`src/aes_pkg.sv`:
```
package aes_pkg;

    localparam int NumRounds  = 10;
    localparam int RoundW     = 4;
    localparam int CfgIdxW    = 1;

    localparam logic [CfgIdxW-1:0] REG_KEY_HIGH = 1'b0;
    localparam logic [CfgIdxW-1:0] REG_KEY_LOW  = 1'b1;

    localparam logic OP_ENCRYPT = 1'b0;
    localparam logic OP_DECRYPT = 1'b1;

    typedef logic [7:0]   t_byte;
    typedef logic [127:0] t_block;

    function automatic t_byte sbox(input t_byte x);
        t_byte tbl [256];
        tbl = '{
        8'h63,8'h7c,8'h77,8'h7b,8'hf2,8'h6b,8'h6f,8'hc5,8'h30,8'h01,8'h67,8'h2b,8'hfe,8'hd7,8'hab,8'h76,
        8'hca,8'h82,8'hc9,8'h7d,8'hfa,8'h59,8'h47,8'hf0,8'had,8'hd4,8'ha2,8'haf,8'h9c,8'ha4,8'h72,8'hc0,
        8'hb7,8'hfd,8'h93,8'h26,8'h36,8'h3f,8'hf7,8'hcc,8'h34,8'ha5,8'he5,8'hf1,8'h71,8'hd8,8'h31,8'h15,
        8'h04,8'hc7,8'h23,8'hc3,8'h18,8'h96,8'h05,8'h9a,8'h07,8'h12,8'h80,8'he2,8'heb,8'h27,8'hb2,8'h75,
        8'h09,8'h83,8'h2c,8'h1a,8'h1b,8'h6e,8'h5a,8'ha0,8'h52,8'h3b,8'hd6,8'hb3,8'h29,8'he3,8'h2f,8'h84,
        8'h53,8'hd1,8'h00,8'hed,8'h20,8'hfc,8'hb1,8'h5b,8'h6a,8'hcb,8'hbe,8'h39,8'h4a,8'h4c,8'h58,8'hcf,
        8'hd0,8'hef,8'haa,8'hfb,8'h43,8'h4d,8'h33,8'h85,8'h45,8'hf9,8'h02,8'h7f,8'h50,8'h3c,8'h9f,8'ha8,
        8'h51,8'ha3,8'h40,8'h8f,8'h92,8'h9d,8'h38,8'hf5,8'hbc,8'hb6,8'hda,8'h21,8'h10,8'hff,8'hf3,8'hd2,
        8'hcd,8'h0c,8'h13,8'hec,8'h5f,8'h97,8'h44,8'h17,8'hc4,8'ha7,8'h7e,8'h3d,8'h64,8'h5d,8'h19,8'h73,
        8'h60,8'h81,8'h4f,8'hdc,8'h22,8'h2a,8'h90,8'h88,8'h46,8'hee,8'hb8,8'h14,8'hde,8'h5e,8'h0b,8'hdb,
        8'he0,8'h32,8'h3a,8'h0a,8'h49,8'h06,8'h24,8'h5c,8'hc2,8'hd3,8'hac,8'h62,8'h91,8'h95,8'he4,8'h79,
        8'he7,8'hc8,8'h37,8'h6d,8'h8d,8'hd5,8'h4e,8'ha9,8'h6c,8'h56,8'hf4,8'hea,8'h65,8'h7a,8'hae,8'h08,
        8'hba,8'h78,8'h25,8'h2e,8'h1c,8'ha6,8'hb4,8'hc6,8'he8,8'hdd,8'h74,8'h1f,8'h4b,8'hbd,8'h8b,8'h8a,
        8'h70,8'h3e,8'hb5,8'h66,8'h48,8'h03,8'hf6,8'h0e,8'h61,8'h35,8'h57,8'hb9,8'h86,8'hc1,8'h1d,8'h9e,
        8'he1,8'hf8,8'h98,8'h11,8'h69,8'hd9,8'h8e,8'h94,8'h9b,8'h1e,8'h87,8'he9,8'hce,8'h55,8'h28,8'hdf,
        8'h8c,8'ha1,8'h89,8'h0d,8'hbf,8'he6,8'h42,8'h68,8'h41,8'h99,8'h2d,8'h0f,8'hb0,8'h54,8'hbb,8'h16};
        return tbl[x];
    endfunction

    function automatic t_byte inv_sbox(input t_byte x);
        t_byte tbl [256];
        tbl = '{
        8'h52,8'h09,8'h6a,8'hd5,8'h30,8'h36,8'ha5,8'h38,8'hbf,8'h40,8'ha3,8'h9e,8'h81,8'hf3,8'hd7,8'hfb,
        8'h7c,8'he3,8'h39,8'h82,8'h9b,8'h2f,8'hff,8'h87,8'h34,8'h8e,8'h43,8'h44,8'hc4,8'hde,8'he9,8'hcb,
        8'h54,8'h7b,8'h94,8'h32,8'ha6,8'hc2,8'h23,8'h3d,8'hee,8'h4c,8'h95,8'h0b,8'h42,8'hfa,8'hc3,8'h4e,
        8'h08,8'h2e,8'ha1,8'h66,8'h28,8'hd9,8'h24,8'hb2,8'h76,8'h5b,8'ha2,8'h49,8'h6d,8'h8b,8'hd1,8'h25,
        8'h72,8'hf8,8'hf6,8'h64,8'h86,8'h68,8'h98,8'h16,8'hd4,8'ha4,8'h5c,8'hcc,8'h5d,8'h65,8'hb6,8'h92,
        8'h6c,8'h70,8'h48,8'h50,8'hfd,8'hed,8'hb9,8'hda,8'h5e,8'h15,8'h46,8'h57,8'ha7,8'h8d,8'h9d,8'h84,
        8'h90,8'hd8,8'hab,8'h00,8'h8c,8'hbc,8'hd3,8'h0a,8'hf7,8'he4,8'h58,8'h05,8'hb8,8'hb3,8'h45,8'h06,
        8'hd0,8'h2c,8'h1e,8'h8f,8'hca,8'h3f,8'h0f,8'h02,8'hc1,8'haf,8'hbd,8'h03,8'h01,8'h13,8'h8a,8'h6b,
        8'h3a,8'h91,8'h11,8'h41,8'h4f,8'h67,8'hdc,8'hea,8'h97,8'hf2,8'hcf,8'hce,8'hf0,8'hb4,8'he6,8'h73,
        8'h96,8'hac,8'h74,8'h22,8'he7,8'had,8'h35,8'h85,8'he2,8'hf9,8'h37,8'he8,8'h1c,8'h75,8'hdf,8'h6e,
        8'h47,8'hf1,8'h1a,8'h71,8'h1d,8'h29,8'hc5,8'h89,8'h6f,8'hb7,8'h62,8'h0e,8'haa,8'h18,8'hbe,8'h1b,
        8'hfc,8'h56,8'h3e,8'h4b,8'hc6,8'hd2,8'h79,8'h20,8'h9a,8'hdb,8'hc0,8'hfe,8'h78,8'hcd,8'h5a,8'hf4,
        8'h1f,8'hdd,8'ha8,8'h33,8'h88,8'h07,8'hc7,8'h31,8'hb1,8'h12,8'h10,8'h59,8'h27,8'h80,8'hec,8'h5f,
        8'h60,8'h51,8'h7f,8'ha9,8'h19,8'hb5,8'h4a,8'h0d,8'h2d,8'he5,8'h7a,8'h9f,8'h93,8'hc9,8'h9c,8'hef,
        8'ha0,8'he0,8'h3b,8'h4d,8'hae,8'h2a,8'hf5,8'hb0,8'hc8,8'heb,8'hbb,8'h3c,8'h83,8'h53,8'h99,8'h61,
        8'h17,8'h2b,8'h04,8'h7e,8'hba,8'h77,8'hd6,8'h26,8'he1,8'h69,8'h14,8'h63,8'h55,8'h21,8'h0c,8'h7d};
        return tbl[x];
    endfunction

    function automatic t_byte xt(input t_byte x);
        return {x[6:0], 1'b0} ^ (x[7] ? 8'h1b : 8'h00);
    endfunction

    // byte i of a block sits at bits [127-8i -: 8]
    function automatic t_byte get_b(input t_block s, input int i);
        return s[127-8*i -: 8];
    endfunction

    function automatic t_block enc_round(input t_block s, input logic last);
        t_block t, m;
        t_byte a0, a1, a2, a3;
        for (int c = 0; c < 4; c++)
            for (int r = 0; r < 4; r++)
                t[127-8*(4*c+r) -: 8] = sbox(get_b(s, 4*((c+r)%4)+r));
        m = t;
        for (int c = 0; c < 4; c++) begin
            a0 = get_b(t, 4*c); a1 = get_b(t, 4*c+1);
            a2 = get_b(t, 4*c+2); a3 = get_b(t, 4*c+3);
            m[127-8*(4*c)   -: 8] = xt(a0) ^ xt(a1) ^ a1 ^ a2 ^ a3;
            m[127-8*(4*c+1) -: 8] = a0 ^ xt(a1) ^ xt(a2) ^ a2 ^ a3;
            m[127-8*(4*c+2) -: 8] = a0 ^ a1 ^ xt(a2) ^ xt(a3) ^ a3;
            m[127-8*(4*c+3) -: 8] = xt(a0) ^ a0 ^ a1 ^ a2 ^ xt(a3);
        end
        return last ? t : m;
    endfunction

    function automatic t_block inv_sub_shift(input t_block s);
        t_block t;
        for (int c = 0; c < 4; c++)
            for (int r = 0; r < 4; r++)
                t[127-8*(4*((c+r)%4)+r) -: 8] = inv_sbox(get_b(s, 4*c+r));
        return t;
    endfunction

    function automatic t_block inv_mix(input t_block s);
        t_block m;
        t_byte a [4];
        t_byte x2 [4];
        t_byte x4 [4];
        t_byte x8 [4];
        for (int c = 0; c < 4; c++) begin
            for (int k = 0; k < 4; k++) begin
                a[k] = get_b(s, 4*c+k);
                x2[k] = xt(a[k]); x4[k] = xt(x2[k]); x8[k] = xt(x4[k]);
            end
            for (int r = 0; r < 4; r++)
                // coefficients 0e 0b 0d 09 rotated per row
                m[127-8*(4*c+r) -: 8] =
                    (x8[r] ^ x4[r] ^ x2[r]) ^
                    (x8[(r+1)%4] ^ x2[(r+1)%4] ^ a[(r+1)%4]) ^
                    (x8[(r+2)%4] ^ x4[(r+2)%4] ^ a[(r+2)%4]) ^
                    (x8[(r+3)%4] ^ a[(r+3)%4]);
        end
        return m;
    endfunction

    function automatic t_byte rcon(input logic [RoundW-1:0] i);
        t_byte v;
        case (i)
            4'd0: v = 8'h01;
            4'd1: v = 8'h02;
            4'd2: v = 8'h04;
            4'd3: v = 8'h08;
            4'd4: v = 8'h10;
            4'd5: v = 8'h20;
            4'd6: v = 8'h40;
            4'd7: v = 8'h80;
            4'd8: v = 8'h1b;
            4'd9: v = 8'h36;
            default: v = 8'h00;
        endcase
        return v;
    endfunction

    // next round key from previous; rc_idx is round number minus one
    function automatic t_block next_rk(input t_block k, input logic [RoundW-1:0] rc_idx);
        logic [31:0] w0, w1, w2, w3, t;
        w0 = k[127:96]; w1 = k[95:64]; w2 = k[63:32]; w3 = k[31:0];
        t = {sbox(w3[23:16]) ^ rcon(rc_idx), sbox(w3[15:8]), sbox(w3[7:0]), sbox(w3[31:24])};
        w0 = w0 ^ t; w1 = w1 ^ w0; w2 = w2 ^ w1; w3 = w3 ^ w2;
        return {w0, w1, w2, w3};
    endfunction

endpackage

```
`src/aes_rk_mem.sv`:
```
module aes_rk_mem (
    input  logic         i_clk,
    input  logic         i_we,
    input  logic [aes_pkg::RoundW-1:0] i_waddr,
    input  logic [127:0] i_wdata,
    input  logic [aes_pkg::RoundW-1:0] i_raddr,
    output logic [127:0] o_rdata
);
    import aes_pkg::*;

    // two 64-bit halves per round key, written and read as a pair
    logic [63:0] r_hi [NumRounds+1];
    logic [63:0] r_lo [NumRounds+1];

    always_ff @(posedge i_clk) begin
        if (i_we) begin
            r_hi[i_waddr] <= i_wdata[127:64];
            r_lo[i_waddr] <= i_wdata[63:0];
        end
        o_rdata <= {r_hi[i_raddr], r_lo[i_raddr]};
    end
endmodule

```
`config.mk`:
```
export PLATFORM = sky130hd
export DESIGN_NAME = aes_rk_mem
export DESIGN_NICKNAME = d
export VERILOG_FILES = /design/src/aes_pkg.sv /design/src/aes_rk_mem.sv
export SDC_FILE = /design/constraint.sdc
export NUM_CORES = 1
export LEC_CHECK = 0
export BUFFER_PORTS_ARGS = -buffer_cell sky130_fd_sc_hd__buf_4
export CORE_AREA = 2 2 327 329
export DETAILED_ROUTE_END_ITERATION = 12
export DIE_AREA = 0 0 329 331
export HOLD_SLACK_MARGIN = 0.06
export PLACE_DENSITY = 0.78
export SLEW_MARGIN = 30
export SYNTH_ARGS = -nofsm -noshare
export SYNTH_HDL_FRONTEND = slang
export SYNTH_SLANG_ARGS = --single-unit
```
`constraint.sdc`:
```
create_clock -name i_clk -period 32.9 [get_ports i_clk]
set_input_delay 6.58 -clock i_clk [delete_from_list [all_inputs] [get_ports i_clk]]
set_output_delay 6.58 -clock i_clk [all_outputs]
set_load 0.05 [all_outputs]
```
==> results.toml, run 1 <==
[setup_path]
crit_required_ns = 33.47
cp_max_fo = 99
reg2reg_from = "r_hi[3][61]$_DFFE_PP_"
r2r-end = "o_rdata[125]$_DFF_P_"
cp.arrival_ns = 10.55
rrSetupSlack_ns = 31.48
r2r_cells = 3
crit_type = "input port to flop"
crit_end = "o_rdata[101]$_DFF_P_"
end_kind = "flop"
setup.worst_path.start_class = "input port"
startpoint = "i_raddr[0]"

[place]
place_inst = 4535
place_area_um2 = 60800
port_buffers = 265
hpwl_um = 57700
gp_congestion = 0.720

[timing]
finalHoldViolations = 0
layout_min_cycle_time_ns = 9.98
setup_tns_ns = 0
fin_crit_sh = 0.303
drv_slew = 0
rsz0062_at_grt = "false"
finClkSkew_ns = 0.0252
slew_headroom = 0.311
worst_slew_pin_slew_ns = 1.03
fmax_ghz = 0.100
setup_viol = 0

[final_layout]
fin_area_um2 = 65900
layout-drive-gt1-share = 0.272
fin_cells = 4825
fill_cells = 7155
fin_nets = 3441
syn_to_final_growth_pct = 14.7
final_cell_mix = "edfxtp_1, mux2_2, buf_4, mux2i_1, clkbuf_16"
layout_commonest_cell = "edfxtp_1"

[logic_synthesis]
syn_nets = 3159
yosysSeqAreaShare = 0.780
syn_area_per_cell_um2 = 19.0
yosys_warnings = 0
syn-cell-area_um2 = 57500
syn_inst = 3021
synth.distinct_cells = 21
synth_seq_cells = 1536

[power]
p_seq_frac = 0.526
p_int_mw = 3.29
switching_share = 0.214
p_leak_nw = 22.3
p_per_area_nw_per_um2 = 63.5
pwr-share-clk = 0.410
power_mw = 4.18
combinationalPowerShare = 0.064
p_sw_mw = 0.897
peakVddDrop_uv = 49.8

[floorplanning]
core_um2 = 105000
die_area_um2 = 109000
rows = 119
start_util = 0.547
die_y_um = 331
die_width_um = 329
ios = 266

[clock_network]
cts.path.max_buffers = 3
cts_hold_buf = 0
cts.sinks = 1536
clockRootBuffer = "clkbuf_16"
numCtsBuffers = 153
post_cts_buffers = 0
h-tree-depth = 4
clk_pin_slew_ns = 0.06
clk_latency_ns = 0.75
cts_tree = "built"
post_cts_resized = 0

[drt]
wl_per_cell_um = 25.9
wl_um = 125000
drt_iter0_markers = 2708
vias = 28780
drt_pass1_iterations = 5
antenna_left = 0
via_per_inst = 5.96
drc = 0

[grt]
grt_pass1_wl_um = 182000
grt_max_degree = 167
grt_usage = 0.227
antenna_found_initial = 21
first_global_vias = 29105
overflow = 0

[run_status]
outcome = "complete, no violations"

[run]
maxCapViolations = 0

[hold_path]
hold_path_class = "flop to flop"
cells in the mapped netlist (all sizes together):
cell type | count | area share
mux2 | 384 | 0.075
edfxtp | 1408 | 0.74
nand2b | 131 | 0.014
nand2 | 2 | 0.00013
dfxtp | 128 | 0.045
mux2i | 256 | 0.045
nand3b | 2 | 0.00026
buf | 88 | 0.011
o211ai | 128 | 0.017
a22o | 128 | 0.020
o31ai | 128 | 0.017
or3b | 1 | 0.00015
nor2b | 1 | 0.00011
clkbuf | 96 | 0.0063
nor2 | 9 | 0.00059
o22ai | 128 | 0.014
nor3 | 3 | 0.00026
flip-flops by register name (all words and copies together) (netlist names):
name     flops
r_hi       704
r_lo       704
o_rdata    128
through the flow:
step | utilization | worst slack (ns) | hold slack, ns
after global routing | 0.628 | 22.77 | 0.590
after CTS | 0.627 | 22.97 | 0.555
final | 0.628 | 22.92 | 0.562
after floorplan | - | 16.39 | 0.539
after detailed placement | 0.579 | 22.18 | 0.556
after global placement | 0.579 | 22.05 | 0.548
per-layer routing:
layer,GRT usage,part of all wire
met2,0.370,0.49
met5,0,0.0016
met3,0.0524,0.070
met1,0.306,0.42
met4,0.0681,0.021
power groups by stage:
stage / Combinational [mW] / Sequential, mW / Clock (mW)
4_1_cts: 0.270 / 2.20 / 1.74
5_1_grt: 0.285 / 2.20 / 1.82
6_report: 0.269 / 2.20 / 1.72
2_1_floorplan: 0.115 / 2.30 / 0
3_5_place_dp: 0.269 / 2.24 / 0
3_3_place_gp: 0.264 / 2.24 / 0
worst max-delay path, cell delays in order:
cell     delay, ns
buf_8         0.62
buf_4         0.83
buf_4         0.83
buf_6         0.74
mux2_2        0.41
o22ai_1       0.20
o31ai_1       0.13
cell families (layout without fill, tap and decap cells):
family,Yosys count,after routing,synth area share
AO/OA/AOI/OAI,512,512,0.0669
buffers and inverters,184,594,0.0172
flip-flops,1536,1536,0.780
multiplexers,640,640,0.120
other,0,3,0
AND/OR/NAND/NOR,149,149,0.0158
final cells by class:
cell class                      count  area (um2)  area share
Antenna cell                        3        7.51    0.000114
Tap cell                         1391        1740      0.0264
Clock buffer                      220        4380      0.0664
Clock inverter                     63         633     0.00960
Timing Repair Buffer              311        2590      0.0393
Sequential cell                  1536       44800       0.680
Multi-Input combinational cell   1301       11700       0.178
worst min-delay path by stage:
stage | from | end | slack [ns] | cells after the start
5_1_grt | r_hi[10][39]$_DFFE_PP_ | o_rdata[103]$_DFF_P_ | 0.59 | 3
2_1_floorplan | r_hi[10][63]$_DFFE_PP_ | o_rdata[127]$_DFF_P_ | 0.54 | 3
3_5_place_dp | r_lo[10][16]$_DFFE_PP_ | o_rdata[16]$_DFF_P_ | 0.56 | 3
4_1_cts | r_lo[10][5]$_DFFE_PP_ | o_rdata[5]$_DFF_P_ | 0.55 | 3
6_report | r_hi[10][15]$_DFFE_PP_ | o_rdata[79]$_DFF_P_ | 0.56 | 3
3_3_place_gp | r_lo[10][9]$_DFFE_PP_ | o_rdata[9]$_DFF_P_ | 0.55 | 3
No activity file was read; power rests on OpenSTA's default activity.
==> run 2, diff against run 1 <==
- clock period: 32.9 -> 10.4 ns (I/O delays scaled with it)
==> run 2 against run 1 <==
  * Clock power grew to 3.1 times the previous value
  * Sequential power increased to 3.2 times the previous value
  * Sequential cell count stayed put
  * Routed wire length is 0.12% lower
  * Via count grew 0.21%
  * Power rose to 3.2 times the previous value
  * Global-route usage about the same
  * Largest cell class unchanged
==> results.toml, run 2 (synthesis gave the netlist of run 1 again) <==
[run_status]
outcome = "complete, no violations"

[clock_network]
cts.path.max_buffers = 3
cts.sinks = 1536
numCtsBuffers = 152
post_cts_resized = 0
cts_tree = "built"
clockRootBuffer = "clkbuf_16"
post_cts_buffers = 0
clk_latency_ns = 0.77
h-tree-depth = 4
cts_hold_buf = 0
clk_pin_slew_ns = 0.07

[drt]
vias = 28840
drt_pass1_iterations = 5
wl_um = 125000
drt_iter0_markers = 2445
via_per_inst = 5.98
drc = 0
wl_per_cell_um = 25.9
antenna_left = 0

[floorplanning]
start_util = 0.547
rows = 119
die_y_um = 331
core_um2 = 105000
die_width_um = 329
die_area_um2 = 109000
ios = 266

[final_layout]
reg_top3 = "r_hi: 704 flops, r_lo: 704 flops, o_rdata: 128 flops"
fin_util = 0.628
layout-drive-gt1-share = 0.271
syn_to_final_growth_pct = 14.7
fin_nets = 3438
layout_commonest_cell = "edfxtp_1"
fill_cells = 7140
final_cell_mix = "edfxtp_1, mux2_2, buf_4, mux2i_1, clkbuf_16"

[place]
port_buffers = 265
gp_congestion = 0.724
hpwl_um = 59700
preCtsSetupSlack_ns = 4.76

[setup_path]
cp.arrival_ns = 5.45
max_stage_delay_ns = 0.79
crit_required_ns = 10.99
cp_top_family = "buffers and inverters"
path_cells = "buf_8 -> buf_4 -> nor2b_4 -> buf_4 -> a22o_1 -> o31ai_1"
crit_buf_inv = 3
cp_max_fo = 126
slowest_stage = "nor2b_4"
crit_type = "input port to flop"
end_kind = "flop"
setup.worst_path.start_class = "input port"
critPathMostFrequentCell = "buf_4"

[power]
peakVddDrop_uv = 148
p_per_area_nw_per_um2 = 201
p_leak_nw = 22.2

[timing]
finalHoldViolations = 0
layout_min_cycle_time_ns = 4.85
slew_headroom = 0.270
fmax_ghz = 0.206
finClkSkew_ns = 0.0306
fin_ws_ns = 5.55
setup_viol = 0
rsz0062_at_grt = "false"
worst_slew_pin_slew_ns = 1.10
fin_crit_sh = 0.467
setup_tns_ns = 0
drv_slew = 0

[grt]
grt_pass1_wl_um = 182000
grt_max_degree = 131
grt_usage = 0.227
first_global_vias = 29416
overflow = 0
antenna_found_initial = 16

[run]
maxCapViolations = 0

[hold_path]
hold_path_class = "flop to flop"
-- run 2: changes by cell type in the layout (fill, tap and decap cells not counted), sizes merged, moves of 2 or more --
cell	change
diode	+3
clkinv	-10
buf	-2
clkinvlp	+2
inv	+11
clkbuf	-7
-- run 2: area by class of cell --
| class | instances | area (um2) | area share |
|---|---|---|---|
| clock buffer | 213 | 4230 | 0.0641 |
| multi-input combinational | 1301 | 11800 | 0.178 |
| sequential | 1536 | 44800 | 0.680 |
| clock inverter | 65 | 733 | 0.0111 |
| tap | 1391 | 1740 | 0.0264 |
| timing repair buffer | 309 | 2590 | 0.0393 |
| antenna | 6 | 15.0 | 0.000228 |
-- run 2: path summary, 6_finish.rpt --
path / start / end / slack [ns] / cells past startpoint
min reg2reg: r_lo[10][32]$_DFFE_PP_ / o_rdata[32]$_DFF_P_ / 0.55 / 3
max reg2reg: r_lo[3][60]$_DFFE_PP_ / o_rdata[60]$_DFF_P_ / 9.20 / 3
min: r_lo[10][32]$_DFFE_PP_ / o_rdata[32]$_DFF_P_ / 0.55 / 3
max: i_raddr[1] / o_rdata[25]$_DFF_P_ / 5.55 / 6
-- run 2: through the flow --
stage	instance area (um2)	power [mW]	std cells	hold WS [ns]
floorplan	57500	7.62	3021	0.539
CTS	65800	13.3	4810	0.547
finish	65900	13.2	4821	0.548
global placement	60800	7.92	4531	0.551
global route	65900	13.6	4819	0.586
detailed placement	60800	7.95	4532	0.557
-- run 2: metal layers --
layer / part of all wire / vias up / global-route usage
met5: 0.0010 / - / 0
met1: 0.41 / 14805 / 0.306
met4: 0.022 / 20 / 0.0756
met2: 0.50 / 1056 / 0.373
met3: 0.069 / 209 / 0.0435
li1: - / 12750 / -
-- run 2: tightest hold or removal path, cell delays in order, from the launching register on --
cell	delay, ns
edfxtp_1	0.31
nand2b_1	0.09
o211ai_1	0.09
o31ai_1	0.06
-- run 2: where the power goes --
part           leakage, nW  internal (mW)  switching [mW]  total, mW
sequential            13.8           6.90          0.0679       6.97
combinational         6.01          0.292           0.552      0.844
clock                 2.42           3.12            2.28       5.40
